<file path="src/hdl/edsim_pkg.sv">
// Shared constants, types and helpers for the edit distance similarity block.
package edsim_pkg;

  // Longest reference or candidate string kept
  localparam int MAX_LEN   = 64;
  localparam int LEN_W     = $clog2(MAX_LEN + 1);
  localparam int REF_AW    = $clog2(MAX_LEN);
  localparam int ROW_DEPTH = MAX_LEN + 1;

  // Fixed field widths
  localparam int CHAR_W    = 8;
  localparam int CMD_W     = 2;
  localparam int DIST_W    = 7;
  localparam int THR_W     = 7;
  localparam int THR_RESET = 5;
  localparam int SAT_W     = (LEN_W > DIST_W) ? LEN_W : DIST_W;

  typedef logic [CMD_W-1:0]  cmd_t;
  typedef logic [CHAR_W-1:0] char_t;
  typedef logic [LEN_W-1:0]  len_t;
  typedef logic [REF_AW-1:0] ref_addr_t;
  typedef logic [DIST_W-1:0] dist_t;
  typedef logic [THR_W-1:0]  thr_t;

  // Command codes
  localparam cmd_t CMD_CLEAR  = 2'd0;
  localparam cmd_t CMD_REF    = 2'd1;
  localparam cmd_t CMD_CAND   = 2'd2;
  localparam cmd_t CMD_FINISH = 2'd3;

  // Row store access for one cycle
  typedef struct packed {
    logic rd_en;
    len_t rd_addr;
    logic wr_en;
    len_t wr_addr;
    len_t wr_data;
    logic clear;
  } row_req_t;

  // Clamp a row value to the output width
  function automatic dist_t sat_dist(len_t d);
    logic [SAT_W-1:0] x;
    x = SAT_W'(d);
    if (x > SAT_W'((1 << DIST_W) - 1)) begin
      return DIST_W'((1 << DIST_W) - 1);
    end
    return x[DIST_W-1:0];
  endfunction

  // Distance strictly below threshold
  function automatic logic is_similar(len_t d, thr_t thr);
    return SAT_W'(d) < SAT_W'(thr);
  endfunction

endpackage

</file>
<file path="src/hdl/edsim_item_if.sv">
// Input command channel: valid/ready with command and character payload.
interface edsim_item_if;
  logic               valid;
  logic               ready;
  edsim_pkg::cmd_t    command;
  edsim_pkg::char_t   char_code;

  modport source (output valid, command, char_code, input ready);
  modport sink   (input valid, command, char_code, output ready);
endinterface

</file>
<file path="src/hdl/edsim_result_if.sv">
// Result channel: valid/ready with distance, similar and overflow payload.
interface edsim_result_if;
  logic             valid;
  logic             ready;
  edsim_pkg::dist_t distance;
  logic             similar;
  logic             overflow;

  modport source (output valid, distance, similar, overflow, input ready);
  modport sink   (input valid, distance, similar, overflow, output ready);
endinterface

</file>
<file path="src/hdl/edsim_cfg_if.sv">
// Configuration write channel for the similarity threshold.
interface edsim_cfg_if;
  logic            valid;
  logic            ready;
  edsim_pkg::thr_t data;

  modport source (output valid, data, input ready);
  modport sink   (input valid, data, output ready);
endinterface

</file>
<file path="src/hdl/edit_distance_similarity.sv">
// Top level: Levenshtein distance sequencer over the reference and row memories.
// Clear and reference append leave the block idle; a candidate char walks the
//   reference row (one row cell per cycle), and needs no walk with an empty reference;
//   finish reads the last row cell, then waits in S_FIN while the result register is held.
// Throughput: one item at a time.
// Reset (rst, synchronous): lengths, overflow flag and row valid bits clear, threshold 5.
module edit_distance_similarity (
  input logic                  clk,
  input logic                  rst,
  edsim_item_if.sink           item,
  edsim_result_if.source       result,
  edsim_cfg_if.sink            cfg
);
  import edsim_pkg::*;

  localparam logic [1:0] S_IDLE = 2'd0;
  localparam logic [1:0] S_WALK = 2'd1;
  localparam logic [1:0] S_FIN  = 2'd2;

  logic [1:0] state;
  len_t       ref_len;
  len_t       cand_len;
  logic       dropped;
  thr_t       thr;
  char_t      ch;
  len_t       rd_k;
  logic       rd_go;
  logic       p_vld;
  len_t       p_k;
  len_t       diag;
  len_t       left;
  logic       out_vld;
  dist_t      out_dist;
  logic       out_sim;
  logic       out_ovf;

  row_req_t   row_req;
  len_t       row_rdata;
  char_t      ref_rdata;
  logic       ref_wr_en;
  logic       walk_rd;
  logic       in_fire;
  logic       fin_load;
  len_t       cell_min;
  len_t       cell_v;
  len_t       fin_d;

  assign item.ready = (state == S_IDLE);
  assign in_fire    = item.valid && item.ready;
  assign walk_rd    = (state == S_WALK) && rd_go;
  assign fin_load   = (state == S_FIN) && (!out_vld || result.ready);
  assign ref_wr_en  = in_fire && (item.command == CMD_REF) &&
                      (cand_len == '0) && (ref_len < LEN_W'(MAX_LEN));

  // Memories
  edsim_ref_store u_ref_store (
    .clk     (clk),
    .wr_en   (ref_wr_en),
    .wr_addr (REF_AW'(ref_len)),
    .wr_data (item.char_code),
    .rd_en   (walk_rd),
    .rd_addr (REF_AW'(rd_k - LEN_W'(1))),
    .rd_data (ref_rdata)
  );

  edsim_row_store u_row_store (
    .clk     (clk),
    .rst     (rst),
    .req     (row_req),
    .rd_data (row_rdata)
  );

  // One DP cell: match takes diagonal, else min of three plus one
  always_comb begin
    cell_min = (diag < row_rdata) ? diag : row_rdata;
    cell_min = (cell_min < left) ? cell_min : left;
    cell_v   = (ref_rdata == ch) ? diag : cell_min + LEN_W'(1);
  end

  // Row store requests
  always_comb begin
    row_req = '0;
    if (walk_rd) begin
      row_req.rd_en   = 1'b1;
      row_req.rd_addr = rd_k;
    end else if (in_fire && (item.command == CMD_FINISH)) begin
      row_req.rd_en   = 1'b1;
      row_req.rd_addr = ref_len;
    end
    row_req.wr_en   = p_vld;
    row_req.wr_addr = p_k;
    row_req.wr_data = cell_v;
    row_req.clear   = (in_fire && (item.command == CMD_CLEAR)) || fin_load;
  end

  // Column zero is never read from memory; it equals the candidate length
  assign fin_d = (ref_len == '0) ? cand_len : row_rdata;

  // Sequencer
  always_ff @(posedge clk) begin
    if (rst) begin
      state    <= S_IDLE;
      ref_len  <= '0;
      cand_len <= '0;
      dropped  <= 1'b0;
      rd_go    <= 1'b0;
      p_vld    <= 1'b0;
    end else begin
      p_vld <= walk_rd;
      unique case (state)
        S_IDLE: begin
          if (in_fire) begin
            unique case (item.command)
              CMD_CLEAR: begin
                ref_len  <= '0;
                cand_len <= '0;
                dropped  <= 1'b0;
              end
              CMD_REF: begin
                if (cand_len == '0) begin
                  if (ref_len < LEN_W'(MAX_LEN)) begin
                    ref_len <= ref_len + LEN_W'(1);
                  end else begin
                    dropped <= 1'b1;
                  end
                end
              end
              CMD_CAND: begin
                if (cand_len < LEN_W'(MAX_LEN)) begin
                  cand_len <= cand_len + LEN_W'(1);
                  if (ref_len != '0) begin
                    state <= S_WALK;
                    rd_go <= 1'b1;
                  end
                end else begin
                  dropped <= 1'b1;
                end
              end
              CMD_FINISH: begin
                state <= S_FIN;
              end
              default: ;
            endcase
          end
        end
        S_WALK: begin
          if (walk_rd && (rd_k == ref_len)) begin
            rd_go <= 1'b0;
          end
          if (p_vld && (p_k == ref_len)) begin
            state <= S_IDLE;
          end
        end
        S_FIN: begin
          if (fin_load) begin
            cand_len <= '0;
            state    <= S_IDLE;
          end
        end
        default: state <= S_IDLE;
      endcase
    end
  end

  // Walk datapath: read address, pipeline stage, diagonal and left values
  always_ff @(posedge clk) begin
    p_k <= rd_k;
    if (in_fire && (item.command == CMD_CAND)) begin
      ch   <= item.char_code;
      diag <= cand_len;
      left <= cand_len + LEN_W'(1);
      rd_k <= LEN_W'(1);
    end else begin
      if (walk_rd && (rd_k != ref_len)) begin
        rd_k <= rd_k + LEN_W'(1);
      end
      if (p_vld) begin
        diag <= row_rdata;
        left <= cell_v;
      end
    end
  end

  // Threshold register
  assign cfg.ready = 1'b1;
  always_ff @(posedge clk) begin
    if (rst) begin
      thr <= thr_t'(THR_RESET);
    end else if (cfg.valid) begin
      thr <= cfg.data;
    end
  end

  // Result register
  always_ff @(posedge clk) begin
    if (rst) begin
      out_vld <= 1'b0;
    end else if (fin_load) begin
      out_vld <= 1'b1;
    end else if (result.ready) begin
      out_vld <= 1'b0;
    end
  end

  always_ff @(posedge clk) begin
    if (fin_load) begin
      out_dist <= sat_dist(fin_d);
      out_sim  <= is_similar(fin_d, thr);
      out_ovf  <= dropped;
    end
  end

  assign result.valid    = out_vld;
  assign result.distance = out_dist;
  assign result.similar  = out_sim;
  assign result.overflow = out_ovf;

endmodule

</file>
<file path="src/hdl/edsim_ref_store.sv">
// Reference character memory: one write port, one registered read port.
module edsim_ref_store (
  input  logic                clk,
  input  logic                wr_en,
  input  edsim_pkg::ref_addr_t wr_addr,
  input  edsim_pkg::char_t    wr_data,
  input  logic                rd_en,
  input  edsim_pkg::ref_addr_t rd_addr,
  output edsim_pkg::char_t    rd_data
);
  import edsim_pkg::*;

  char_t mem [MAX_LEN];

  // Write and registered read
  always_ff @(posedge clk) begin
    if (wr_en) begin
      mem[wr_addr] <= wr_data;
    end
    if (rd_en) begin
      rd_data <= mem[rd_addr];
    end
  end

endmodule

</file>
<file path="src/hdl/edsim_row_store.sv">
// DP row memory with per-entry valid bits; an unwritten entry k reads as k.
module edsim_row_store (
  input  logic                clk,
  input  logic                rst,
  input  edsim_pkg::row_req_t req,
  output edsim_pkg::len_t     rd_data
);
  import edsim_pkg::*;

  len_t                 mem [ROW_DEPTH];
  logic [ROW_DEPTH-1:0] vld;
  len_t                 rd_q;
  len_t                 rd_addr_q;
  logic                 rd_vld_q;

  // Memory write and registered read
  always_ff @(posedge clk) begin
    if (req.wr_en) begin
      mem[req.wr_addr] <= req.wr_data;
    end
    if (req.rd_en) begin
      rd_q      <= mem[req.rd_addr];
      rd_addr_q <= req.rd_addr;
      rd_vld_q  <= vld[req.rd_addr];
    end
  end

  // Valid bits: clear restores the initial row at once
  always_ff @(posedge clk) begin
    if (rst || req.clear) begin
      vld <= '0;
    end else if (req.wr_en) begin
      vld[req.wr_addr] <= 1'b1;
    end
  end

  assign rd_data = rd_vld_q ? rd_q : rd_addr_q;

endmodule

</file>
<file path="src/flat_wrapper.sv">
// flat-port wrapper written by rule: the top's interface ports become plain ports
module edit_distance_similarity_flat import edsim_pkg::*;
  (clk, rst, item_valid, item_command, item_char_code, item_ready, result_valid, result_distance, result_similar, result_overflow, result_ready, cfg_valid, cfg_data, cfg_ready);
  edsim_item_if item_i ();
  edsim_result_if result_i ();
  edsim_cfg_if cfg_i ();
  input logic clk;
  input logic rst;
  input wire logic [$bits(item_i.valid)-1:0] item_valid;
  input wire logic [$bits(item_i.command)-1:0] item_command;
  input wire logic [$bits(item_i.char_code)-1:0] item_char_code;
  output wire logic [$bits(item_i.ready)-1:0] item_ready;
  output wire logic [$bits(result_i.valid)-1:0] result_valid;
  output wire logic [$bits(result_i.distance)-1:0] result_distance;
  output wire logic [$bits(result_i.similar)-1:0] result_similar;
  output wire logic [$bits(result_i.overflow)-1:0] result_overflow;
  input wire logic [$bits(result_i.ready)-1:0] result_ready;
  input wire logic [$bits(cfg_i.valid)-1:0] cfg_valid;
  input wire logic [$bits(cfg_i.data)-1:0] cfg_data;
  output wire logic [$bits(cfg_i.ready)-1:0] cfg_ready;
  assign item_i.valid = item_valid;
  assign item_i.command = item_command;
  assign item_i.char_code = item_char_code;
  assign item_ready = item_i.ready;
  assign result_valid = result_i.valid;
  assign result_distance = result_i.distance;
  assign result_similar = result_i.similar;
  assign result_overflow = result_i.overflow;
  assign result_i.ready = result_ready;
  assign cfg_i.valid = cfg_valid;
  assign cfg_i.data = cfg_data;
  assign cfg_ready = cfg_i.ready;
  edit_distance_similarity u_core (.clk(clk), .rst(rst), .item(item_i), .result(result_i), .cfg(cfg_i));
endmodule
</file>
<file path="config.mk">
export PLATFORM = sky130hd
export DESIGN_NAME = edit_distance_similarity_flat
export DESIGN_NICKNAME = d
export VERILOG_FILES = /design/src/hdl/edsim_pkg.sv /design/src/hdl/edsim_item_if.sv /design/src/hdl/edsim_result_if.sv /design/src/hdl/edsim_cfg_if.sv /design/src/hdl/edit_distance_similarity.sv /design/src/hdl/edsim_ref_store.sv /design/src/hdl/edsim_row_store.sv /design/src/flat_wrapper.sv
export SDC_FILE = /design/constraint.sdc
export NUM_CORES = 1
export LEC_CHECK = 0
export BUFFER_PORTS_ARGS = -buffer_cell sky130_fd_sc_hd__buf_2
export CORE_MARGIN = 2
export CORE_UTILIZATION = 60
export DETAILED_ROUTE_END_ITERATION = 7
export HOLD_SLACK_MARGIN = 0.06
export PLACE_DENSITY = 0.77
export SYNTH_ARGS = -nofsm -noshare
export SYNTH_HDL_FRONTEND = slang
export SYNTH_HIERARCHICAL = 1
export SYNTH_SLANG_ARGS = --single-unit
</file>
<file path="constraint.sdc">
create_clock -name clk -period 7.35 [get_ports clk]
set_input_delay 0 -clock clk [delete_from_list [all_inputs] [get_ports clk]]
set_output_delay 0 -clock clk [all_outputs]
set_load 0.01 [all_outputs]
</file>
[After elaboration in Yosys (flattened, before gate mapping)]
Memories as Yosys holds them, arrays and structs flattened. A register that Yosys moved wholly into a read port is not among the register bits.
Cells that the tools add are included.
Storage, ports and cells
  RAM bits: 967
  bits in registers: 145
  input port bits: 22
  memories: 2
Memory list
  u_core.u_ref_store.mem: words 64, bits a word 8, rd ports 1, clocked after memory_dff 1, wr ports 1, RTL line edsim_ref_store.sv:13  | char_t mem [MAX_LEN];
  u_core.u_row_store.mem: words 65, bits a word 7, rd ports 1, clocked after memory_dff 1, wr ports 1, RTL line edsim_row_store.sv:10  | len_t mem [ROW_DEPTH];
Cells by class
  magnitude comparators: 9
  equal/unequal tests: 24
  muxes and demuxes: 50
  reductions and logical operators: 33
  add/subtract/negate cells: 5
  bitwise operators: 1
Operators by type and width (number)
  $mux W7: 16
  $or A65 B65 Y65: 1
  $pmux W7 S2: 3
  $add A7 B1 Y7 const B: 4
  $lt A7 B7 Y1: 3
  $ne A2 B2 Y1 const B: 10
  $mux W1: 18
  $reduce_and A6 Y1: 3
  $lt A7 B8 Y1 const B: 2
  $mux W8: 2
  $eq A7 B7 Y1: 2
  $logic_not A7 Y1: 2
  $lt A7 B7 Y1 const B: 2
  $logic_and A1 B1 Y1: 13
  $ne A3 B3 Y1 const B: 4
  $mux W2: 5
  $reduce_and A5 Y1: 2
  $reduce_bool A2 Y1: 5
  $eq A8 B8 Y1: 1
  $bmux W1 S7: 1
  $demux W1 S7: 1
  $ge A7 B1 Y1 const B: 1
  $gt A7 B7 Y1 const B: 1
  $ne A7 B7 Y1: 1
  13 further kinds: 19

[Logic depth before layout (Yosys ltp)]
  depth in word-level cells: 9
  mapped depth: 26

[By module]
The synthesis kept the hierarchy.
By module, submodules not included
  edsim_row_store: instances 1, area each 20857.5 sq um, cells an instance 1046
  edsim_ref_store: instances 1, area each 20246.9 sq um, cells an instance 940
  edit_distance_similarity: instances 1, area each 4554.4 sq um, cells an instance 505

[Least setup slack after synthesis]
No wires, ideal clock.
  path kind: flip-flop to flip-flop
  start: register u_core.u_row_store.rd_vld_q
  end: memory u_core/u_row_store/mem[0][2] (netlist bit) (data pin)
  setup time: 0.381 ns
  clock period less this slack: 5.915 ns
  buffers on the path: 4
  required time: 6.969 ns
  setup slack: 1.435 ns
  cell stages (with the launch flop): 22
  arrival: 5.534 ns
  cells stage by stage: edfxtp_1 > clkbuf_1 > mux2_2 > inv_1 > ha_1 > a21oi_1 > o21ai_1 > a21oi_4 > clkbuf_1 > o21ai_0 > ha_1 > a211oi_1 > nor2_1 > nor3_1 > or2_1 > buf_6 > mux2_1 > ha_1 > clkbuf_1 > xnor2_1 > or3b_1 > nand3_1
Between the ends
  word-level cells in the longest chain between the ends: 7
RTL lines
  from (decl): RTL line edsim_row_store.sv:14  | logic rd_vld_q;
  from (signal assigned): RTL line edsim_row_store.sv:24  | rd_vld_q <= vld[req.rd_addr];
  $mux W7 *: RTL line edsim_row_store.sv:37  | assign rd_data = rd_vld_q ? rd_q : rd_addr_q;
  via u_core.row_rdata[4]: RTL line edit_distance_similarity.sv:38  | len_t row_rdata;
  $lt A7 B7 Y1: RTL line edit_distance_similarity.sv:75  | cell_min = (diag < row_rdata) ? diag : row_rdata;
  $mux W7 *: RTL line edit_distance_similarity.sv:75
  $lt A7 B7 Y1: RTL line edit_distance_similarity.sv:76  | cell_min = (cell_min < left) ? cell_min : left;
  $mux W7 *: RTL line edit_distance_similarity.sv:76
  $add A7 B1 Y7 *: RTL line edit_distance_similarity.sv:77  | cell_v = (ref_rdata == ch) ? diag : cell_min + LEN_W'(1);
  $mux W7 *: RTL line edit_distance_similarity.sv:77
  via u_core.cell_v[2]: RTL line edit_distance_similarity.sv:45  | len_t cell_v;
  to (decl): RTL line edsim_row_store.sv:10
The timed path passes the listed nets; every way through them passes the cells marked *.

[Final worst setup path]
  start: register u_core.u_row_store.rd_vld_q
  end: memory u_core/u_row_store/mem[63][4] (netlist bit) (data pin)
The elaborated chain is that of the path after synthesis.

==> out/results.ini <==
[outcome]
outcome = finished with violations
violations = max-capacitance violations, max-slew violations

[drt]
drt_iter0_drc = 2808
drt_pass1_iterations = 6
dr_total_vias = 23900
wire_per_inst_um = 28.0
postRouteAntennaNets = 0
avgViaCountPerCell = 6.57
wl_um = 102000
drc = 0

[global_routing]
grt_pass1_vias = 24200
grtUsageTotal = 0.263
antenna_found_initial = 0
grt_pass1_wl_um = 152000
grt_overflow = 0
grt_max_degree = 119

[finish]
drive_above_1_share = 0.205
layout_commonest_cell = edfxtp_1
final_nets = 2617
layout_common_cells = edfxtp_1, mux4_2, nor2_1
final_cells = 3637
area_growth_pct = 10.7

[worst_setup_path]
worstSetupStartpointType = register
crit_slowest_cell = nor3_1
cp-end-kind = register
path_class = reg -> reg
crit_path_frequent_cell = mux2_2
crit_chain = mux2_2 -> inv_1 -> ha_1 -> a21oi_1 -> o21ai_1 -> a21oi_4 -> mux2_2 -> ha_1 -> o21ai_0 -> a21oi_1 -> nor3_1 -> or2_1 -> mux2_1 -> ha_1 -> nand3_1 -> xnor2_1 -> mux2_2 -> a21oi_1 -> mux2_2 -> buf_4
critPathRequiredTime_ns = 7.83
slowest_delay_ns = 0.60
crit_fanout = 28
cp.arrival_ns = 7.01

[synthesis]
synth-edff-count = 1021
syn_inst = 2491
async_reset_ff_frac = 0
synth.yosys.warnings = 6
synth_top_area_share = 0.671
avgSynthCellArea_sq_um = 18.3
syn_nets = 2543
synth_area_leaders = edfxtp_1, mux4_2, dfxtp_1
synth_area_sq_mm = 0.0457
synth_top_area_cell = edfxtp_1
ys_seq_area_frac = 0.718
synth-seq-cells = 1127
ys_types = 70
dominantRegCellSynth = edfxtp_1

[placed_design]
io_buffers = 32
dp.final_hpwl_um = 61300
dp_cells = 3402
place_congestion = 0.940

[timing]
fmax_mhz = 153
setup_violations = 0
rsz0062_at_grt = no
finalHoldViolCount = 0
worst_pin_slew_ns = 1.56
worst_clock_skew_ns = 0.0361
post-route-min-period_ns = 6.53
drv_slew = 2
relSlewSlack = -0.0694
tns_ns = 0
final.period_utilization = 0.889

[clocking]
clockBufferDepth = 3
cts_post_setup_buffers_inserted = 0
htree_levels = 3
insertion_delay_ns = 0.68
cts_buffers = 107
tritoncts = built
cts_sinks = 1127
root_buffer = clkbuf_16
clk_pin_slew_worst_paths_ns = 0.06

[floorplan]
design.core.area_sq_mm = 0.0757
die_w_um = 280
dieArea_sq_mm = 0.0783
io-pin-count = 34
die_y_um = 280
initial_core_util = 0.603
row_count = 101

[power_and_ir_drop]
powerDensity_mw_per_mm2 = 259
vdd_drop_max_mv = 0.316
power_leakage_nw = 15.6

[job]
drv_cap = 1

[worst_hold_path]
hp-class = in -> reg

[state kept, by name, indices dropped and copies added (netlist names), 8 cells and up]
| register | flops |
|---|---|
| u_core/u_ref_store/mem | 512 |
| u_core/u_row_store/mem | 455 |
| u_core/u_row_store/vld | 65 |
| u_core/ch | 8 |
| u_core/u_ref_store/rd_data | 8 |
[layout make-up]
cell class | count | area [sq um]
tap | 978 | 1220
multi-input combinational | 1192 | 12100
sequential | 1127 | 32800
antenna | 1 | 2.50
clock inverter | 65 | 618
timing repair buffer | 97 | 753
fill | 4759 | 25200
inverter | 40 | 160
clock buffer | 137 | 2930
[what timing repair did]
| item | 4_1_cts | 5_1_grt |
|---|---|---|
| endpoints found under the hold margin | 221 | 0 |
| hold buffers | 32 | 0 |
| gates resized for setup | 0 | 0 |
[critical path, delay by kind of cell (launching register included)]
| family | cells | cell delay (ns) |
|---|---|---|
| multiplexers | 5 | 2.06 |
| flip-flops | 1 | 0.51 |
| AO/OA/AOI/OAI | 6 | 1.07 |
| XOR/XNOR | 1 | 0.08 |
| AND/OR/NAND/NOR | 3 | 1.16 |
| buffers and inverters | 2 | 0.52 |
| adder cells (fa/ha/maj) | 3 | 0.90 |
[report_power, final]
group	switching, mW	leakage, nW	internal (mW)
sequential	0.0108	10.0	7.14
clock	2.35	1.75	3.17
combinational	0.332	3.84	0.103
[path summary, 6_finish.rpt]
kind                                                       to                         from  slack (ns)  depth (start not counted)
worst max-delay path            u_core/u_row_store/mem[63][4]  u_core/u_row_store/rd_vld_q        0.82                         20
worst min-delay path             u_core/u_ref_store/mem[2][3]            item_char_code[3]        0.13                          1
worst max register to register  u_core/u_row_store/mem[63][4]  u_core/u_row_store/rd_vld_q        0.82                         20
worst min register to register                  u_core/p_k[6]               u_core/rd_k[6]        0.43                          0
[stage by stage]
stage / hold WS, ns / setup WS (ns) / power [mW] / cell area (sq um) / util
final: 0.130 / 0.819 / 13.1 / 50500 / 0.668
after global routing: 0.177 / 0.269 / 13.4 / 50500 / 0.668
after CTS: 0.114 / 0.887 / 13.2 / 50500 / 0.668
after detailed placement: 0.236 / 0.950 / 7.70 / 46700 / 0.617
after global placement: 0.225 / 1.06 / 7.68 / 46700 / 0.617
after floorplan: 0.0989 / 1.44 / 7.51 / 45700 / -
[layer usage]
| metal | global-route usage | part of all wire | vias to the layer above |
|---|---|---|---|
| met5 | 0 | 0 | - |
| met4 | 0.0993 | 0.038 | 0 |
| met3 | 0.0450 | 0.075 | 239 |
| met2 | 0.431 | 0.50 | 1139 |
| met1 | 0.359 | 0.39 | 12400 |
| li1 | - | - | 10100 |
[Yosys cell counts, drive strengths merged, types with 3 or more instances]
library cell	instances
or3b	5
or2	3
mux2i	85
o2bb2ai	3
or3	5
nand2b	13
mux2	43
o22ai	14
o32ai	4
nor3	31
o21a	67
and3	8
dfxtp	106
o221ai	10
o41ai	3
a221oi	12
a211oi	6
xor2	26
nor2	208
nor4	10
o2111ai	5
nand3b	16
nand2	84
nand4b	4
o211ai	4
o21ai	50
inv	39
edfxtp	1021
a22o	7
nor2b	22
buf	80
xnor2	28
a2111oi	3
mux4	257
ha	30
a22oi	10
nand3	45
clkbuf	52
a21o	3
a21oi	36
nand4	14
and2	4
[cells by family (layout without fill, tap and decap cells)]
kind of cell / count (synthesis) / in the layout / share of synthesized area
mux: 385 / 385 / 0.157
flops: 1127 / 1127 / 0.718
simple gates: 473 / 473 / 0.0478
fa+ha+maj: 30 / 30 / 0.00822
buf+inv: 172 / 339 / 0.0199
compound gates: 249 / 249 / 0.0385
other cells: 1 / 2 / 0.0000821
xor+xnor: 54 / 54 / 0.0104
(Power assumes the default switching activity.)
